<file path="src/hdl/rtc_pkg.sv">
package rtc_pkg;

    // Day counter width; alarm day fields stay 16 bits wide
    localparam int DAY_BITS = 16;

    localparam logic [1:0] OP_READ  = 2'd0;
    localparam logic [1:0] OP_WRITE = 2'd1;
    localparam logic [1:0] OP_TICK  = 2'd2;

    // Register groups of four words, selected by reg_index[4:2]
    localparam logic [2:0] GRP_CNT   = 3'd0;
    localparam logic [2:0] GRP_TUPD  = 3'd1;
    localparam logic [2:0] GRP_AUPD  = 3'd2;
    localparam logic [2:0] GRP_ALARM = 3'd4;
    localparam logic [2:0] GRP_AUX   = 3'd6;

    // Field index within a group
    localparam logic [1:0] FLD_SEC  = 2'd0;
    localparam logic [1:0] FLD_MIN  = 2'd1;
    localparam logic [1:0] FLD_HOUR = 2'd2;
    localparam logic [1:0] FLD_DAY  = 2'd3;

    // Single registers
    localparam logic [4:0] REG_IEN       = 5'd12;
    localparam logic [4:0] REG_RAW       = 5'd13;
    localparam logic [4:0] REG_CLR       = 5'd14;
    localparam logic [4:0] REG_MSK       = 5'd15;
    localparam logic [4:0] REG_GUARD     = 5'd20;
    localparam logic [4:0] REG_GUARD_UPD = 5'd21;
    localparam logic [4:0] REG_PWR_CTL   = 5'd22;
    localparam logic [4:0] REG_PWR_STS   = 5'd23;

    // Pending mark for the guard update
    localparam logic [3:0] PM_GUARD = 4'd8;

    localparam logic [5:0] SEC_LAST   = 6'd59;
    localparam logic [5:0] MIN_LAST   = 6'd59;
    localparam logic [4:0] HOUR_LAST  = 5'd23;
    localparam logic [7:0] UNLOCK_KEY = 8'hA5;
    localparam logic [7:0] PWR_RESET  = 8'h96;

    typedef struct packed {
        logic [1:0]  op;
        logic [4:0]  reg_index;
        logic [15:0] write_data;
    } rtc_in_t;

    typedef struct packed {
        logic [15:0] read_data;
        logic        irq_line;
        logic        power_up_event;
    } rtc_out_t;

    function automatic logic [15:0] field_mask(input logic [1:0] fld);
        logic [15:0] m;
        unique case (fld)
            FLD_SEC:  m = 16'h003F;
            FLD_MIN:  m = 16'h003F;
            FLD_HOUR: m = 16'h001F;
            default:  m = 16'hFFFF;
        endcase
        return m;
    endfunction

endpackage

</file>
<file path="src/hdl/rtc_in_stage.sv">
module rtc_in_stage (
    input  logic            aclk,
    input  logic            aresetn,
    input  logic            s_valid,
    output logic            s_ready,
    input  rtc_pkg::rtc_in_t s_item,
    input  logic            take,
    output logic            item_valid,
    output rtc_pkg::rtc_in_t item
);
    import rtc_pkg::*;

    logic    valid_reg;
    rtc_in_t item_reg;

    // Free when empty or when the held item moves on this cycle
    assign s_ready    = !valid_reg || take;
    assign item_valid = valid_reg;
    assign item       = item_reg;

    always_ff @(posedge aclk) begin
        if (!aresetn) begin
            valid_reg <= 1'b0;
        end else if (s_valid && s_ready) begin
            valid_reg <= 1'b1;
        end else if (take) begin
            valid_reg <= 1'b0;
        end
    end

    always_ff @(posedge aclk) begin
        if (s_valid && s_ready) begin
            item_reg <= s_item;
        end
    end

endmodule

</file>
<file path="src/hdl/rtc_regs.sv">
module rtc_regs (
    input  logic              aclk,
    input  logic              aresetn,
    input  logic              fire,
    input  rtc_pkg::rtc_in_t  item,
    output rtc_pkg::rtc_out_t result
);
    import rtc_pkg::*;

    logic [5:0]          sec_reg,   sec_next;
    logic [5:0]          min_reg,   min_next;
    logic [4:0]          hours_reg, hours_next;
    logic [DAY_BITS-1:0] day_reg,   day_next;
    logic [15:0]         alarm_reg  [4], alarm_next  [4];
    logic [15:0]         aux_reg    [4], aux_next    [4];
    logic [15:0]         ptime_reg  [4], ptime_next  [4];
    logic [15:0]         palarm_reg [4], palarm_next [4];
    logic [8:0]          pmark_reg, pmark_next;
    logic [15:0]         ien_reg,   ien_next;
    logic [15:0]         raw_reg,   raw_next;
    logic [8:0]          guard_reg, guard_next;
    logic [8:0]          gpend_reg, gpend_next;
    logic [7:0]          pwr_reg,   pwr_next;

    logic [2:0]  grp;
    logic [1:0]  sub;
    logic [15:0] rd_mux;

    assign grp = item.reg_index[4:2];
    assign sub = item.reg_index[1:0];

    // Register read selection
    always_comb begin
        rd_mux = 16'h0000;
        if (grp == GRP_CNT) begin
            unique case (sub)
                FLD_SEC:  rd_mux = {10'b0, sec_reg};
                FLD_MIN:  rd_mux = {10'b0, min_reg};
                FLD_HOUR: rd_mux = {11'b0, hours_reg};
                default:  rd_mux = 16'(day_reg);
            endcase
        end else if (grp == GRP_ALARM) begin
            rd_mux = alarm_reg[sub];
        end else if (grp == GRP_AUX) begin
            rd_mux = aux_reg[sub];
        end else if (item.reg_index == REG_IEN) begin
            rd_mux = ien_reg;
        end else if (item.reg_index == REG_RAW) begin
            rd_mux = raw_reg;
        end else if (item.reg_index == REG_MSK) begin
            rd_mux = raw_reg & ien_reg;
        end else if (item.reg_index == REG_GUARD) begin
            rd_mux = {7'b0, guard_reg};
        end else if (item.reg_index == REG_PWR_STS) begin
            rd_mux = {8'b0, pwr_reg};
        end
    end

    always_comb begin
        logic [15:0] ev;
        logic        alarm_hit;
        logic        aux_hit;
        logic [15:0] rd;
        logic        pwr_up;

        sec_next   = sec_reg;
        min_next   = min_reg;
        hours_next = hours_reg;
        day_next   = day_reg;
        alarm_next  = alarm_reg;
        aux_next    = aux_reg;
        ptime_next  = ptime_reg;
        palarm_next = palarm_reg;
        pmark_next = pmark_reg;
        ien_next   = ien_reg;
        raw_next   = raw_reg;
        guard_next = guard_reg;
        gpend_next = gpend_reg;
        pwr_next   = pwr_reg;
        ev         = 16'h0000;
        alarm_hit  = 1'b0;
        aux_hit    = 1'b0;
        rd         = 16'h0000;
        pwr_up     = 1'b0;

        if (fire) begin
            unique case (item.op)
                OP_READ: begin
                    rd = rd_mux;
                end
                OP_WRITE: begin
                    if (grp == GRP_TUPD) begin
                        ptime_next[sub] = item.write_data & field_mask(sub);
                        pmark_next[{2'b00, sub}] = 1'b1;
                    end else if (grp == GRP_AUPD) begin
                        palarm_next[sub] = item.write_data & field_mask(sub);
                        pmark_next[{2'b01, sub}] = 1'b1;
                    end else if (grp == GRP_AUX) begin
                        aux_next[sub] = item.write_data & field_mask(sub);
                    end else if (item.reg_index == REG_IEN) begin
                        ien_next = item.write_data;
                    end else if (item.reg_index == REG_CLR) begin
                        raw_next = raw_reg & ~item.write_data;
                    end else if (item.reg_index == REG_GUARD_UPD) begin
                        gpend_next = item.write_data[8:0];
                        pmark_next[PM_GUARD] = 1'b1;
                    end else if (item.reg_index == REG_PWR_CTL) begin
                        pwr_next = (pwr_reg & ~item.write_data[7:0])
                                 | item.write_data[15:8];
                    end
                end
                OP_TICK: begin
                    // Advance one second, carrying through the fields
                    ev[0] = 1'b1;
                    if (sec_reg >= SEC_LAST) begin
                        sec_next = 6'd0;
                        ev[1]    = 1'b1;
                        if (min_reg >= MIN_LAST) begin
                            min_next = 6'd0;
                            ev[2]    = 1'b1;
                            if (hours_reg >= HOUR_LAST) begin
                                hours_next = 5'd0;
                                ev[3]      = 1'b1;
                                day_next   = day_reg + DAY_BITS'(1);
                            end else begin
                                hours_next = hours_reg + 5'd1;
                            end
                        end else begin
                            min_next = min_reg + 6'd1;
                        end
                    end else begin
                        sec_next = sec_reg + 6'd1;
                    end

                    // Load pending updates over the advanced count
                    if (pmark_reg[0]) begin
                        sec_next = ptime_reg[FLD_SEC][5:0];
                    end
                    if (pmark_reg[1]) begin
                        min_next = ptime_reg[FLD_MIN][5:0];
                    end
                    if (pmark_reg[2]) begin
                        hours_next = ptime_reg[FLD_HOUR][4:0];
                    end
                    if (pmark_reg[3]) begin
                        day_next = DAY_BITS'(ptime_reg[FLD_DAY]);
                    end
                    ev[11:8] = pmark_reg[3:0];
                    for (int i = 0; i < 4; i++) begin
                        if (pmark_reg[4+i]) begin
                            alarm_next[i] = palarm_reg[i];
                        end
                    end
                    ev[15:12] = pmark_reg[7:4];
                    if (pmark_reg[PM_GUARD]) begin
                        guard_next = gpend_reg;
                        ev[7]      = 1'b1;
                    end
                    pmark_next = 9'd0;

                    alarm_hit = ({10'b0, sec_next}   == alarm_next[FLD_SEC])
                             && ({10'b0, min_next}   == alarm_next[FLD_MIN])
                             && ({11'b0, hours_next} == alarm_next[FLD_HOUR])
                             && (32'(day_next) == 32'(alarm_next[FLD_DAY]));
                    aux_hit   = ({10'b0, sec_next}   == aux_next[FLD_SEC])
                             && ({10'b0, min_next}   == aux_next[FLD_MIN])
                             && ({11'b0, hours_next} == aux_next[FLD_HOUR])
                             && (32'(day_next) == 32'(aux_next[FLD_DAY]));
                    ev[4]  = alarm_hit;
                    ev[6]  = aux_hit;
                    pwr_up = alarm_hit && (guard_next[7:0] == UNLOCK_KEY);
                    raw_next = raw_reg | ev;
                end
                default: begin
                end
            endcase
        end

        result.read_data      = rd;
        result.irq_line       = |(raw_next & ien_next);
        result.power_up_event = pwr_up;
    end

    always_ff @(posedge aclk) begin
        if (!aresetn) begin
            sec_reg   <= 6'd0;
            min_reg   <= 6'd0;
            hours_reg <= 5'd0;
            day_reg   <= '0;
            for (int i = 0; i < 4; i++) begin
                alarm_reg[i]  <= 16'h0000;
                aux_reg[i]    <= 16'h0000;
                ptime_reg[i]  <= 16'h0000;
                palarm_reg[i] <= 16'h0000;
            end
            pmark_reg <= 9'd0;
            ien_reg   <= 16'h0000;
            raw_reg   <= 16'h0000;
            guard_reg <= 9'd0;
            gpend_reg <= 9'd0;
            pwr_reg   <= PWR_RESET;
        end else begin
            sec_reg    <= sec_next;
            min_reg    <= min_next;
            hours_reg  <= hours_next;
            day_reg    <= day_next;
            alarm_reg  <= alarm_next;
            aux_reg    <= aux_next;
            ptime_reg  <= ptime_next;
            palarm_reg <= palarm_next;
            pmark_reg  <= pmark_next;
            ien_reg    <= ien_next;
            raw_reg    <= raw_next;
            guard_reg  <= guard_next;
            gpend_reg  <= gpend_next;
            pwr_reg    <= pwr_next;
        end
    end

    a_tick_sets_second: assert property (@(posedge aclk) disable iff (!aresetn)
        fire && item.op == OP_TICK |=> raw_reg[0])
        else $error("second tick status bit not raised");

    a_tick_drains_pending: assert property (@(posedge aclk) disable iff (!aresetn)
        fire && item.op == OP_TICK |=> pmark_reg == 9'd0)
        else $error("pending updates survived a tick");

    a_reserved_status: assert property (@(posedge aclk) disable iff (!aresetn)
        !raw_reg[5])
        else $error("reserved status bit set");

    a_power_only_on_tick: assert property (@(posedge aclk) disable iff (!aresetn)
        result.power_up_event |-> fire && item.op == OP_TICK
                                  && guard_next[7:0] == UNLOCK_KEY)
        else $error("power-up event outside an unlocked tick");

endmodule

</file>
<file path="src/hdl/rtc_day_hour_min_sec_with_alarms_unit.sv">
// Real-time clock with a normal and an auxiliary alarm behind 28 word registers. Each
// input item is a register read, a register write or a one-second tick, and each item
// yields exactly one result item carrying read data, the interrupt line level after the
// item, and a power-up flag for a normal-alarm match while the alarm guard is unlocked
// (low byte 0xa5). Items are taken at a rate of one per cycle while the receiver keeps
// up: an input register feeds a single pass of counter, compare and register-file
// logic, and the result is captured in an output register as its item leaves the input
// register, then leaves once the receiver is ready. A result held by the receiver keeps
// the next item in the input register, which in turn holds off the sender. Writes to
// the time, alarm and guard update registers are held and take effect on the next tick,
// raising their update status bits. The status register clears by writing ones. After
// reset all state is zero except power status, which reads 0x96 (time invalid).
module rtc_day_hour_min_sec_with_alarms_unit (
    input  logic               aclk,
    input  logic               aresetn,
    input  logic               s_valid,
    output logic               s_ready,
    input  rtc_pkg::rtc_in_t   s_item,
    output logic               m_valid,
    input  logic               m_ready,
    output rtc_pkg::rtc_out_t  m_item
);
    import rtc_pkg::*;

    logic     item_valid;
    rtc_in_t  item;
    logic     take;
    rtc_out_t result;
    logic     m_valid_reg;
    rtc_out_t m_item_reg;

    // Move the held item through the register file when the result slot is free
    // or is being emptied this cycle; this keeps one item per cycle under flow.
    assign take = item_valid && (!m_valid_reg || m_ready);

    // Input register: hold the accepted item until the core consumes it
    rtc_in_stage u_in (
        .aclk       (aclk),
        .aresetn    (aresetn),
        .s_valid    (s_valid),
        .s_ready    (s_ready),
        .s_item     (s_item),
        .take       (take),
        .item_valid (item_valid),
        .item       (item)
    );

    // Clock state, alarms, status and the single-pass update logic
    rtc_regs u_regs (
        .aclk    (aclk),
        .aresetn (aresetn),
        .fire    (take),
        .item    (item),
        .result  (result)
    );

    // Result register: capture on every consumed item, drop once delivered
    always_ff @(posedge aclk) begin
        if (!aresetn) begin
            m_valid_reg <= 1'b0;
        end else if (take) begin
            m_valid_reg <= 1'b1;
        end else if (m_ready) begin
            m_valid_reg <= 1'b0;
        end
    end

    always_ff @(posedge aclk) begin
        if (take) begin
            m_item_reg <= result;
        end
    end

    assign m_valid = m_valid_reg;
    assign m_item  = m_item_reg;

    // A consumed item always refills the result slot on the next edge
    a_take_fills: assert property (@(posedge aclk) disable iff (!aresetn)
        take |=> m_valid)
        else $error("consumed item produced no result");

    // Never consume while a result is stalled
    a_no_overwrite: assert property (@(posedge aclk) disable iff (!aresetn)
        m_valid && !m_ready |-> !take)
        else $error("stalled result overwritten");

    // A held item with no room waits in the input register
    a_held_item_waits: assert property (@(posedge aclk) disable iff (!aresetn)
        item_valid && m_valid && !m_ready |=> item_valid)
        else $error("input item lost during stall");

endmodule

</file>
<file path="config.mk">
export PLATFORM = sky130hd
export DESIGN_NAME = rtc_day_hour_min_sec_with_alarms_unit
export DESIGN_NICKNAME = d
export VERILOG_FILES = /design/src/hdl/rtc_pkg.sv /design/src/hdl/rtc_in_stage.sv /design/src/hdl/rtc_regs.sv /design/src/hdl/rtc_day_hour_min_sec_with_alarms_unit.sv
export SDC_FILE = /design/constraint.sdc
export NUM_CORES = 1
export LEC_CHECK = 0
export BUFFER_PORTS_ARGS = -buffer_cell sky130_fd_sc_hd__buf_4
export CORE_ASPECT_RATIO = 0.9
export CORE_UTILIZATION = 55
export DETAILED_ROUTE_END_ITERATION = 10
export PLACE_DENSITY = 0.74
export SYNTH_ARGS = -nofsm -noshare
export SYNTH_HDL_FRONTEND = slang
export SYNTH_HIERARCHICAL = 1
export SYNTH_SLANG_ARGS = --single-unit
</file>
<file path="constraint.sdc">
create_clock -name aclk -period 4.66 [get_ports aclk]
set_input_delay 0.932 -clock aclk [delete_from_list [all_inputs] [get_ports aclk]]
set_output_delay 0.932 -clock aclk [all_outputs]
set_load 0.05 [all_outputs]
</file>
* After elaboration in Yosys (flattened, before gate mapping)
Cells that the tools add are included.
** Word-level totals
- Input port bits :: 27
- Output and inout bits :: 20
- Register bits after elaboration :: 399
- Word-level logic and storage cells :: 239
** Operators by class
- Equality and inequality tests :: 31
- Reductions and logical operators :: 33
- Order comparisons :: 9
- $add $sub $neg :: 4
- Multiplexer cells :: 106
- Bitwise logic cells :: 20
** Operators with widths (count)
- 16-bit 2-to-1 mux :: 54
- 64-bit bitwise mux :: 3
- 16-bit bitwise AND :: 6
- 16-bit binary-select mux with 2-bit select :: 2
- 6-bit by 16-bit equality test with 1-bit output :: 4
- 16-bit one-hot mux with 2 select lines :: 2
- 6-bit 2-to-1 mux :: 9
- 16-bit one-hot mux with 3 select lines :: 1
- 9-bit 2-to-1 mux :: 4
- 16-bit demux with 2-bit select :: 1
- 16-bit equality test :: 2
- 5-bit by 16-bit equality test with 1-bit output :: 2
- 5-bit 2-to-1 mux :: 6
- 5-bit by 4-bit equality test with 1-bit output, second input constant :: 4
- 5-bit equality test, second input constant :: 4
- 9-bit one-hot mux with 2 select lines :: 1
- 16-bit by 1-bit adder with 16-bit output, second input constant :: 1
- 8-bit 2-to-1 mux :: 2
- 16-bit inverter :: 1
- 16-bit OR :: 1
- 16-bit OR reduction :: 1
- 1-bit 2-to-1 mux :: 15
- 6-bit by 1-bit adder with 6-bit output, second input constant :: 2
- 6-bit greater-or-equal comparator, second input constant :: 2
- other kinds (43) :: 73

* Longest topological paths before layout
- Depth in word-level cells :: 15
- Mapped depth :: 14
- Mapped depth without buffers :: 11

* By module
Netlist, hierarchy kept.
** By module, submodules not included
- rtc_regs :: instances 1, cells each 2006, area each 16623.4 um2, sequential area each 6506.2 um2
- rtc_in_stage :: instances 1, cells each 28, area each 748.2 um2, sequential area each 710.7 um2
- rtc_day_hour_min_sec_with_alarms_unit :: instances 1, cells each 22, area each 588.1 um2, sequential area each 560.5 um2

* Least setup slack after synthesis
Ideal clock, no wire load.
- Path kind :: input -> register
- Start point :: input m_ready
- End point :: register m_item_reg, in the netlist m_item[1] (data pin)
- Required time :: 4.391 ns
- Setup time :: 0.269 ns
- Buffers on the path :: 2
- Stages on the path :: 13
- Path slack :: 0.226 ns
- Arrival time :: 4.165 ns
- Path through :: nor2b_4 -> nor2b_1 -> clkbuf_1 -> nand2_1 -> nor2_1 -> nand4_1 -> clkbuf_1 -> mux2i_1 -> o32ai_1 -> nor2_1 -> o2111ai_1 -> nor3_1 -> o221ai_2
** RTL lines
- from (decl) :: RTL line rtc_day_hour_min_sec_with_alarms_unit.sv:20 : input logic m_ready,
- to (signal assigned) :: RTL line rtc_day_hour_min_sec_with_alarms_unit.sv:70 : m_item_reg <= result;
- to (decl) :: RTL line rtc_day_hour_min_sec_with_alarms_unit.sv:30 : rtc_out_t m_item_reg;

==> results by group <==
Run status
  • Status: completed

Clocking
  • Number of hold buffers added after CTS: 0
  • Clock buffer depth: 3
  • Later-pin clock latency in the skew report: 0.55 ns
  • Clock root buffer master: sky130_fd_sc_hd__clkbuf_16
  • Clock tree from TritonCTS: yes
  • Number of sinks on the clock net: 368
  • Number of setup buffers added after CTS: 0
  • CTS H-Tree Depth: 2
  • Clock transition at the registers of the reported paths: 0.06 ns
  • Number of cells upsized or downsized after cts: 0
  • Number of buffers inserted during clock tree synthesis: 39

Power
  • IR drop worst, VDD: 333 uV
  • P_leak: 7.21 nW
  • Switching part of the total: 25.1%
  • Share of total power in sequential cells: 48.9%
  • Relative contribution of the clock network to total power: 44.3%
  • Internal power component: 5.07 mW
  • Pwr per Cell Area: 340 mW/mm^2
  • Switch Pwr: 1.70 mW
  • Comb power frac: 6.8%

Synth
  • Cell types with the largest area share after synthesis: sky130_fd_sc_hd__dfxtp_1 (36%), sky130_fd_sc_hd__nand2_1 (7.4%), sky130_fd_sc_hd__edfxtp_1 (6.9%)
  • Post-synth EDFFs: 41
  • Post-synthesis register bit count: 368
  • Cell with the most instances after synthesis: sky130_fd_sc_hd__nand2_1
  • Biggest area consumer among synthesized cells: sky130_fd_sc_hd__dfxtp_1
  • Ranking of synthesized cells by instance count: sky130_fd_sc_hd__nand2_1 (353), sky130_fd_sc_hd__dfxtp_1 (327), sky130_fd_sc_hd__a21oi_1 (209), sky130_fd_sc_hd__nor2_1 (199), sky130_fd_sc_hd__clkbuf_1 (118)
  • Post-synthesis cell type count: 86
  • Combined area of all synthesized cells: 0.0180 mm^2
  • Synthesis Warnings: 6
  • Net count of the mapped netlist: 2,091
  • Share of synthesized area occupied by flip-flops and latches: 43.3%
  • Cells after Synth: 2,056
  • Mean Syn Cell Area: 8.74 um^2
  • Fraction of post-synthesis cell area in the top cell type by area: 36.4%
  • Fraction of registers with async set/reset: 0%
  • Most used flip-flop cell after synthesis: sky130_fd_sc_hd__dfxtp_1

Critical path
  • Arrival @ worst endpoint: 4.55 ns
  • Critical Path Source Type: flip-flop
  • Number of buffer and inverter instances along the worst setup path: 1
  • CP cell instances: ha_1, o2111ai_2, or3_1, buf_12, a221oi_2, xnor2_1, nor4_1, or4bb_1, or4_1, or4_1, o221ai_2
  • Crit path capture type: flip-flop
  • Largest delay share family, worst path: simple AND/OR/NAND/NOR gates
  • Master of the slowest instance on the critical path: sky130_fd_sc_hd__or4bb_1
  • Most common cell type on the critical path: sky130_fd_sc_hd__or4_1
  • Start-to-end type of the worst setup path: reg2reg
  • Critical-path maximum fanout: 28
  • Slowest cell delay on critical path: 0.50 ns
  • Required @ worst endpoint: 5.05 ns

Final layout
  • Antenna Diode Count: 0
  • Layout cell share with drive strength beyond 1: 11.2%
  • Post-route cell area: 0.0199 mm^2
  • Total Nets Final: 2,088
  • Post-synthesis to final-layout area growth: 10.9%

Timing
  • Tightest Pin Transition: 1.18 ns
  • Count of endpoints failing setup in the final report: 0
  • Timing-limited maximum frequency: 0.240 GHz
  • Clk_skew: 0.0174 ns
  • Final critical-path required period: 4.16 ns
  • Tightest slew margin relative to the limit: 21.3%
  • Number of slew-limit violations in the final report: 0
  • Final critical-path share of the clock period: 89.3%
  • Unrepaired setup endpoints after global routing: false
  • Hold Fails Final Rpt: 0
  • Sum of negative setup slack: 0 ns

Place
  • Port-buffer cells: 46
  • Half-perimeter wire length after detailed placement: 49.6 mm
  • Total placed instance area: 0.0187 mm^2
  • Final weighted congestion in routability-driven placement: 1.04

Drt
  • Remaining antenna violation count after routing: 0
  • Ratio of routed vias to standard cells: 6.57
  • Total vias in the final route: 16,400
  • First-iteration detailed-routing DRC count: 2,356
  • Iteration count of the initial detailed-routing pass: 6
  • Detailed-route wire length per cell: 27.4 um
  • DRC errors left: 0
  • Total detailed-routing wirelength: 68.4 mm

GRT
  • Antenna violations before repair: 1
  • Vias in the first global route: 15,000
  • Combined global-route utilization of all metal layers: 40.9%
  • Global-route wire length before repair: 99.9 mm
  • Maximum number of pins on one net before global-route repair: 105
  • Overall overflow remaining after global route: 0

Floorplanning
  • Core area: 0.0320 mm^2
  • Initial Utilization: 56.1%
  • Die Footprint: 0.0334 mm^2
  • Overall die height: 173 um
  • Number of top-level design ports: 47
  • Cell row count: 62
  • Floorplan die width: 192 um

Flow run
  • Max-Cap Viols: 0

Min path
  • Min-delay worst type: reg2reg
==> worst reg2reg max path: stages (launching register included) <==
cell                        delay, ns
sky130_fd_sc_hd__dfxtp_1         0.41
sky130_fd_sc_hd__ha_1            0.40
sky130_fd_sc_hd__o2111ai_2       0.22
sky130_fd_sc_hd__or3_1           0.41
sky130_fd_sc_hd__buf_12          0.19
sky130_fd_sc_hd__a221oi_2        0.31
sky130_fd_sc_hd__xnor2_1         0.10
sky130_fd_sc_hd__nor4_1          0.34
sky130_fd_sc_hd__or4bb_1         0.50
sky130_fd_sc_hd__or4_1           0.49
sky130_fd_sc_hd__or4_1           0.45
sky130_fd_sc_hd__o221ai_2        0.18
==> power groups by stage <==
stage,sequential [mW],combinational (mW),clock [mW]
6_report,3.31,0.459,3.00
5_1_grt,3.31,0.477,3.14
4_1_cts,3.31,0.444,3.01
3_5_place_dp,3.38,0.442,0
3_3_place_gp,3.38,0.439,0
2_1_floorplan,3.36,0.268,0
==> through the flow <==
step           hold WS [ns]  cells  setup slack [ns]  power, mW  utilization [%]
3_3_place_gp          0.438   2428             0.619       3.81             58.4
2_1_floorplan         0.431   2056             0.226       3.63                -
4_1_cts               0.460   2498             0.549       6.76             62.2
3_5_place_dp          0.452   2428             0.587       3.82             58.4
6_report              0.460   2498             0.500       6.77             62.2
5_1_grt               0.478   2498             0.301       6.93             62.2
==> final timing paths <==
| kind | from | to | slack, ns | cells after the start |
|---|---|---|---|---|
| setup / recovery | u_regs/sec_reg[0]$_SDFFE_PN0P_ | m_item[1]$_DFFE_PP_ | 0.50 | 11 |
| hold / removal | u_regs/gpend_reg[8]$_SDFFE_PN0P_ | u_regs/guard_reg[8]$_SDFFE_PN0P_ | 0.46 | 2 |
| setup reg to reg | u_regs/sec_reg[0]$_SDFFE_PN0P_ | m_item[1]$_DFFE_PP_ | 0.50 | 11 |
| hold reg to reg | u_regs/gpend_reg[8]$_SDFFE_PN0P_ | u_regs/guard_reg[8]$_SDFFE_PN0P_ | 0.46 | 2 |
==> layout by cell type (no fill, tap or decap), drive strengths merged, types with 7 or more instances in the layout <==
cell	instances
nor2b	14
and3	64
nand2b	35
edfxtp	41
or2	9
a221oi	10
clkbuf	60
a22oi	19
nor3	35
a22o	9
nor4	39
a32oi	11
nand3	37
and2	20
or4	14
inv	17
a31oi	18
mux4	37
o22ai	8
nor2	199
dfxtp	327
mux2i	114
ha	8
nand4	9
a21oi	209
or3	8
xor2	34
nand2	353
a211oi	15
o2111ai	9
buf	105
o21ai	34
a21boi	7
o31ai	18
xnor2	51
==> kinds of logic after synthesis <==
family          count (synthesis)  synth area share (%)
compound gates                420                  14.8
xor+xnor                       85                  4.15
fa+ha+maj                       8                 0.557
buf+inv                       163                  3.55
flops                         368                  43.3
mux                           157                  11.4
simple gates                  855                  22.3
==> routing by layer <==
metal / track usage (%) / vias up / part of all wire (%)
met3: 10.7 / 170 / 12
li1: - / 7323 / -
met2: 57.0 / 1029 / 41
met5: 0 / - / 0.028
met4: 16.7 / 2 / 4.4
met1: 59.5 / 7878 / 42
==> area by class of cell <==
cell class / count / area [um^2]
fillers: 2761 / 12100
multi-input cells: 1525 / 9560
flip-flops and latches: 368 / 7780
clock buffers: 60 / 1130
repair buffers: 105 / 801
well taps: 416 / 520
clock inverters: 10 / 72.6
inverters: 14 / 57.6
Note: power is estimated with default switching activity, not from simulation.
